### src/rtl/rbs_pkg.sv
// Shared types, widths, register indexes and helpers for the ray versus box slab test.
// Used by every module of the block; depends on nothing else.
package rbs_pkg;

  localparam int COORD_FRAC_BITS = 16;
  localparam int NUM_AXES = 3;
  localparam int COORD_W = 32;
  localparam int DIFF_W = COORD_W + 1;
  localparam int PROD_W = DIFF_W + COORD_W;
  localparam int PT_PROD_W = 2 * COORD_W;
  localparam int WIDE_W = PROD_W + 1;
  localparam int CFG_ADDR_W = 3;
  localparam int NUM_STAGES = 6;

  localparam logic [CFG_ADDR_W-1:0] REG_BOX_MIN_X = 3'd0;
  localparam logic [CFG_ADDR_W-1:0] REG_BOX_MIN_Y = 3'd1;
  localparam logic [CFG_ADDR_W-1:0] REG_BOX_MIN_Z = 3'd2;
  localparam logic [CFG_ADDR_W-1:0] REG_BOX_MAX_X = 3'd3;
  localparam logic [CFG_ADDR_W-1:0] REG_BOX_MAX_Y = 3'd4;
  localparam logic [CFG_ADDR_W-1:0] REG_BOX_MAX_Z = 3'd5;

  typedef logic signed [COORD_W-1:0] coord_t;

  localparam coord_t T_MIN = 32'sh8000_0000;
  localparam coord_t T_MAX = 32'sh7fff_ffff;

  typedef struct packed {
    logic diff;
    logic prod;
    logic order;
  } rbs_slab_en_t;

  typedef struct packed {
    logic prod;
    logic sum;
  } rbs_point_en_t;

  function automatic coord_t sat32(input logic signed [WIDE_W-1:0] v);
    logic [WIDE_W-COORD_W:0] upper;
    coord_t res;
    upper = v[WIDE_W-1:COORD_W-1];
    if (!v[WIDE_W-1] && (|upper)) begin
      res = T_MAX;
    end else if (v[WIDE_W-1] && !(&upper)) begin
      res = T_MIN;
    end else begin
      res = v[COORD_W-1:0];
    end
    return res;
  endfunction

endpackage

### src/rtl/rbs_merge.sv
// Merge stage: combines the lane distances into entry and exit and decides hit or miss.
// Depends on rbs_pkg for the coordinate type and the interval limits.
module rbs_merge (
  input  logic            clk,
  input  logic            en,
  input  rbs_pkg::coord_t t_lo [rbs_pkg::NUM_AXES],
  input  rbs_pkg::coord_t t_hi [rbs_pkg::NUM_AXES],
  input  logic            skip [rbs_pkg::NUM_AXES],
  input  logic            miss [rbs_pkg::NUM_AXES],
  input  rbs_pkg::coord_t org  [rbs_pkg::NUM_AXES],
  input  rbs_pkg::coord_t dir  [rbs_pkg::NUM_AXES],
  output rbs_pkg::coord_t t_near,
  output rbs_pkg::coord_t t_far,
  output logic            hit,
  output rbs_pkg::coord_t org_o [rbs_pkg::NUM_AXES],
  output rbs_pkg::coord_t dir_o [rbs_pkg::NUM_AXES]
);

  rbs_pkg::coord_t near_c, far_c;
  logic miss_c;
  rbs_pkg::coord_t near_r, far_r;
  logic hit_r;
  rbs_pkg::coord_t org_r [rbs_pkg::NUM_AXES];
  rbs_pkg::coord_t dir_r [rbs_pkg::NUM_AXES];

  always_comb begin
    near_c = rbs_pkg::T_MIN;
    far_c  = rbs_pkg::T_MAX;
    miss_c = 1'b0;
    for (int a = 0; a < rbs_pkg::NUM_AXES; a++) begin
      if (miss[a]) begin
        miss_c = 1'b1;
      end
      if (!skip[a]) begin
        if (t_lo[a] > near_c) begin
          near_c = t_lo[a];
        end
        if (t_hi[a] < far_c) begin
          far_c = t_hi[a];
        end
      end
    end
  end

  always_ff @(posedge clk) begin
    if (en) begin
      near_r <= near_c;
      far_r  <= far_c;
      hit_r  <= !miss_c && !(near_c > far_c) && !far_c[rbs_pkg::COORD_W-1];
      org_r  <= org;
      dir_r  <= dir;
    end
  end

  assign t_near = near_r;
  assign t_far  = far_r;
  assign hit    = hit_r;
  assign org_o  = org_r;
  assign dir_o  = dir_r;

endmodule

### config.mk
export PLATFORM = sky130hd
export DESIGN_NAME = rbs_merge
export DESIGN_NICKNAME = d
export VERILOG_FILES = /design/src/rtl/rbs_pkg.sv /design/src/rtl/rbs_merge.sv
export SDC_FILE = /design/constraint.sdc
export NUM_CORES = 1
export LEC_CHECK = 0
export BUFFER_PORTS_ARGS = -buffer_cell sky130_fd_sc_hd__buf_2
export CELL_PAD_IN_SITES_DETAIL_PLACEMENT = 0
export CELL_PAD_IN_SITES_GLOBAL_PLACEMENT = 1
export CORE_AREA = 3 3 253 255
export DETAILED_ROUTE_END_ITERATION = 12
export DIE_AREA = 0 0 256 258
export PLACE_DENSITY_LB_ADDON = 0.1
export SYNTH_ARGS = -nofsm -noshare
export SYNTH_HDL_FRONTEND = slang
export SYNTH_SLANG_ARGS = --single-unit
### constraint.sdc
create_clock -name clk -period 9.8 [get_ports clk]
set_input_delay 0.98 -clock clk [delete_from_list [all_inputs] [get_ports clk]]
set_output_delay 0.98 -clock clk [all_outputs]
set_load 0.01 [all_outputs]
==> results by group, run 1 <==
Drt
  • Wire length on met1: roughly 24000 um
  • Final ANT Viol Nets: 0
  • DR WL met2: approximately 30000 um
  • WL final: around 60000 um
  • Post-DR wirelength/cell: about 23 um
  • DRC Markers: 0
  • Met3 Wirelength: around 4000 um
  • Uppermost layer routed: met5
  • Detailed Routing Iterations Pass 1: 5
  • Vias: about 11000
  • Initial DRC Count: 502
  • Vias per cell: 4.36

Logic synthesis
  • Post-synth ARST share: 0
  • Simple-gate portion of the synthesized area: 0.0826
  • Portion of netlist area occupied by mux cells: 0.0820
  • Synth warn: 0
  • FF+latch count, synth: 257
  • Synth cell types: 47
  • Synth Area in Compound Gates: 0.101
  • Largest family of logic cells by synthesized area: adder cells
  • Post-synth top flop: edfxtp_1
  • Syn_nets: around 1600
  • Syn Inst Count: 1077
  • Sequential share of the synthesized area: 0.558
  • Post-synthesis adder-cell area fraction: 0.143
  • Post-synth EDFFs: 257
  • Mean Syn Cell Area: roughly 13 um2
  • Cell Area, Synth: about 14000 um2
  • Synth Area in XOR/XNOR: 0

Critical path
  • WP buf/inv: 7
  • CP Class: input pin to flip-flop
  • CP max stage delay: 0.67 ns
  • CP top delay family: compound AO/OA/AOI/OAI gates
  • Crit path max-delay cell type: a2111oi_0
  • Startpoint types: input pin
  • Stages on the worst setup path: 34
  • CP endpoint: hit$_DFFE_PP_
  • CP max FO: 33
  • Crit. End Element: flip-flop
  • Critical Path RT: just over 10 ns
  • Critical path arrival: just under 10 ns
  • Crit. Startpoint: t_hi[95]

Timing
  • PnR worst setup slack: 0.531 ns
  • Final period util: 0.946
  • Min Tclk post-route: approximately 9.3 ns
  • Setup TNS: 0 ns
  • Worst Max-Slew Pin Slew: approximately 1.1 ns
  • Relative slew slack: 0.253
  • Slew Viols, Final: 0
  • Final hold vios: 0
  • RSZ-0062 raised after global routing: false
  • Min Hold Slack: 0.570 ns
  • Final setup viols: 0
  • Max frequency: 108 MHz

Finish
  • Multi-input gate area: 5680 um2
  • Reg area: 7720 um2
  • Design area: just under 20000 um2
  • Post-Layout Cell Count: between 2000 and 3000
  • Share of post-route cells with drive strength above 1: 0.446
  • Layout net count: roughly 2300
  • Area grow syn2layout: 39.1%
  • FILL cells: about 6500

Global routing
  • Vias in the first global route: ~12000
  • Grt ovf: 0
  • Total track usage: 0.173
  • Global-route wire length before repair: roughly 84000 um
  • Largest net degree at the start of global routing: 75
  • Initial antenna violation count: 27

Clock tree
  • CTS Buf Count: 30
  • CTS tree: done
  • Clock sink count: 257
  • H-Tree Depth: 1
  • Reg clk slew, reported paths: roughly 0.070 ns
  • Clock tree buffer depth: 3
  • CTS root buffer: clkbuf_16

Placement
  • Placed insts: ~2600
  • IO buf count: 648
  • Routability congestion estimate from global placement: 0.841
  • Area after DPL: 18300 um2
  • Post-DP HPWL: slightly above 50000 um
  • Dpl ws: -0.822 ns

Floorplan
  • Row Count: 91
  • Io pins: 649
  • Core Area: slightly above 60000 um2
  • Die Y-Extent: about 260 um
  • Die Wd: approximately 260 um
  • Initial Util: 0.224
  • Die area: between 60000 and 70000 um2

Power
  • Pwr Density: 166 nW/um2
  • Maximum vdd ir drop: about 0.14 mV
  • LEAKAGE: 8.81 nW

Min path
  • Class of the worst hold path: input pin to flip-flop

Job
  • Max Cap Viol: 0

Status
  • Status: completed
cell families after synthesis:
group	Yosys count
flip-flops	257
AND/OR/NAND/NOR	232
buffers and inverters	104
multiplexers	98
AO/OA/AOI/OAI	228
adder cells (fa/ha/maj)	158
worst min path at each step:
stage,endpoint,cells past startpoint,from
after CTS,dir_o[71]$_DFFE_PP_,1,dir[71]
final,org_o[75]$_DFFE_PP_,1,org[75]
after global routing,dir_o[63]$_DFFE_PP_,1,dir[63]
after global placement,org_o[39]$_DFFE_PP_,1,org[39]
after detailed placement,org_o[30]$_DFFE_PP_,1,org[30]
after floorplan,dir_o[0]$_DFFE_PP_,0,dir[0]
through the flow:
step | util | power, mW
finish | 0.311 | 3.20
global route | 0.311 | 3.39
CTS | 0.311 | 3.27
detailed placement | 0.296 | 2.21
global placement | 0.296 | 2.21
floorplan | - | 1.81
what timing repair did:
| action | CTS | global route |
|---|---|---|
| gates resized for setup | 2 | 2 |
| setup buffers | 0 | 5 |
| setup endpoints to repair | 1 | 1 |
| hold buffers | 0 | 0 |
| pin swaps | 0 | 1 |
layer usage:
metal,vias up,track usage
met5,-,0
met4,22,0.0301
met3,94,0.0483
met2,393,0.322
met1,5397,0.200
li1,5537,-
power by group:
| part | leakage (nW) | switching, mW | internal, mW |
|---|---|---|---|
| clock network | 0.428 | 0.464 | 0.560 |
| registers | 2.52 | 0.0223 | 1.34 |
| logic | 5.87 | 0.462 | 0.351 |
| total | 8.81 | 0.948 | 2.25 |
layout by cell type (no fill, tap or decap), types with 9 or more instances in the layout:
cell type and count:
a21oi_1 101, nand3_1 12, nor3_1 10, clkbuf_16 30, nand4_1 35, a31oi_1 31, o21ai_0 21, ha_1 158
nor4_1 9, nand2_1 48, mux2_2 37, mux2_4 20, edfxtp_1 257, mux2i_1 35, a21o_1 32, nor2_1 79
buf_4 36, clkinv_1 10, inv_1 68, buf_2 647
synthesized netlist by cell type, types with 5 or more instances:
cell type  number  area [um2]
a2111oi_0       6        52.6
a211oi_1        5        37.5
a21o_1         33         248
a21oi_1       101         505
a31oi_1        31         194
and4_1          8        70.1
buf_1           5        18.8
clkbuf_1       23        86.3
edfxtp_1      257        7720
ha_1          158        1980
inv_1          68         255
mux2_1          6        67.6
mux2_2         37         417
mux2_4         20         300
mux2i_1        35         350
nand2_1        48         180
nand2b_1        5        31.3
nand3_1        12        60.1
nand4_1        35         219
nor2_1         80         300
nor2b_1         8        50.1
nor3_1         11        55.1
nor4_1         11        68.8
o211ai_1        5        37.5
o21a_1          8        60.1
o21ai_0        21         105
sequential cells by signal, indices dropped and copies added, names as in the netlist:
signal  count
hit         1
t_far      32
dir_o      96
org_o      96
t_near     32
layout make-up:
class	count	area share
Clock inverter	19	0.00578
Antenna cell	2	0.000260
Timing Repair Buffer	691	0.190
Tap cell	837	0.0544
Inverter	68	0.0133
Multi-Input combinational cell	716	0.295
Sequential cell	257	0.401
Clock buffer	35	0.0400
Note: power is estimated with default switching activity, not from simulation.
==> inputs of run 2 (changes only) <==
Settings changed: RECOVER_POWER from default to 25.
==> run 2 against run 1 <==
Compared with the run above: sequential power barely moved; count of clock-buffer cells in the layout did not move; critical path depth did not move; highest routed layer unchanged; cell area barely moved; critical endpoint unchanged; sequential share of layout area barely moved; first-iteration DRC count rose by 0.60%; maximum frequency did not move.
==> results by group, run 2 (synthesis gave the netlist of run 1 again) <==
Status
  • Status: completed

Critical path
  • Critical path arrival: ~9.6 ns
  • CP max FO: 33
  • CP max stage delay: ~0.67 ns
  • CP top delay family: compound AO/OA/AOI/OAI gates
  • WP buf/inv: 7
  • Startpoint types: input pin
  • Crit path max-delay cell type: a2111oi_0
  • Crit. End Element: flip-flop
  • Critical Path RT: 10.14 ns
  • CP Class: input pin to flip-flop

Global routing
  • Largest net degree at the start of global routing: 75
  • Most Crowded Layer GR: met2
  • Global-route wire length before repair: 83700 um
  • Initial antenna violation count: 27
  • Met1 Track Usage GR: 0.200
  • Grt ovf: 0
  • GR Util met3: 0.0483
  • Vias in the first global route: between 10000 and 15000
  • M2 GR Usage: 0.322
  • Total track usage: 0.173

Timing
  • Min Hold Slack: ~0.57 ns
  • Min Tclk post-route: slightly above 9 ns
  • Final hold vios: 0
  • Final period util: 0.946
  • Relative slew slack: 0.253
  • Final setup viols: 0
  • Max frequency: 108 MHz
  • RSZ-0062 raised after global routing: false
  • Worst Max-Slew Pin Slew: ~1.1 ns
  • Slew Viols, Final: 0

Power
  • LEAKAGE: just under 9 nW
  • Psw: between 0.9 and 1 mW
  • Seq pwr share: 0.425
  • Clock power share: 0.320
  • Comb pwr share: 0.254
  • Switching part of the total: 0.296
  • Internal power: about 2.2 mW
  • Pwr Density: 166 nW/um2
  • Maximum vdd ir drop: about 0.14 mV

Drt
  • Vias: roughly 11000
  • DRC Markers: 0
  • Final ANT Viol Nets: 0
  • Detailed Routing Iterations Pass 1: 5
  • Initial DRC Count: a little over 500
  • WL final: 59800 um
  • Post-DR wirelength/cell: 22.8 um
  • Vias per cell: about 4.4

Finish
  • Post-Layout Cell Count: 2625
  • Commonest non-fill, non-tap cell in the layout: buf_2
  • Area grow syn2layout: 39.1%
  • FILL cells: between 6000 and 7000
  • Layout net count: roughly 2300
  • Share of post-route cells with drive strength above 1: 0.445
  • Commonest non-fill, non-tap cells in the layout: 646 x buf_2, 257 x edfxtp_1, 158 x ha_1, 101 x a21oi_1, 79 x nor2_1

Floorplan
  • Core Area: a little over 60000 um2
  • Die area: about 66000 um2
  • Row Count: 91
  • Die Y-Extent: between 200 and 300 um
  • Die Wd: between 200 and 300 um
  • Initial Util: 0.224
  • Io pins: roughly 650

Placement
  • IO buf count: ~650
  • Routability congestion estimate from global placement: ~0.84
  • Post-DP HPWL: 51400 um
  • Placed insts: between 2000 and 3000

Clock tree
  • CTS root buffer: clkbuf_16
  • CTS Hold Bufs: 0
  • H-Tree Depth: 1
  • Reg clk slew, reported paths: roughly 0.07 ns
  • CTS tree: done
  • Clock tree buffer depth: 3
  • Clock sink count: between 200 and 300
  • CTS Buf Count: 30

Job
  • Max Cap Viol: 0

Min path
  • Class of the worst hold path: input pin to flip-flop
[run 2: path summary, 6_finish.rpt]
path,start,endpoint,slack (ns),depth (start not counted)
max,t_hi[95],hit$_DFFE_PP_,0.53,34
min,org[75],org_o[75]$_DFFE_PP_,0.57,1
[run 2: cell type report]
type / count / area [um2] / share of cell area
inverter: 68 / 255 / 0.0133
sequential: 257 / 7720 / 0.401
tap: 837 / 1050 / 0.0544
clock buffer: 35 / 769 / 0.0400
multi-input combinational: 716 / 5680 / 0.295
timing repair buffer: 691 / 3660 / 0.190
clock inverter: 19 / 111 / 0.00578
antenna: 2 / 5.00 / 0.000260
[run 2: per-stage QoR]
step	power (mW)	setup WS (ns)	TNS [ns]	instance area, um2	utilization
2_1_floorplan	1.81	1.13	0	13800	-
3_3_place_gp	2.21	-0.650	-0.650	18300	0.296
3_5_place_dp	2.21	-0.822	-0.822	18300	0.296
4_1_cts	3.27	0.0796	0	19200	0.311
5_1_grt	3.39	0.0149	0	19200	0.311
6_report	3.20	0.531	0	19200	0.311
[run 2: per-layer routing]
metal	wire length, um	up-vias
met2	30700	393
met5	148	-
met1	23900	5396
li1	-	5537
met4	980	22
met3	4040	94
[run 2: timing repair]
action                                  in CTS  in global routing
buffers inserted                             0                  5
pin swaps                                    0                  1
resized for setup                            2                  2
endpoints found under the setup margin       1                  1
[run 2: power by group through the flow]
stage	logic (mW)	registers, mW	clock network [mW]
after floorplan	0.362	1.45	0
after global placement	0.825	1.38	0
after detailed placement	0.826	1.38	0
after CTS	0.830	1.36	1.07
after global routing	0.907	1.37	1.11
final	0.812	1.36	1.02
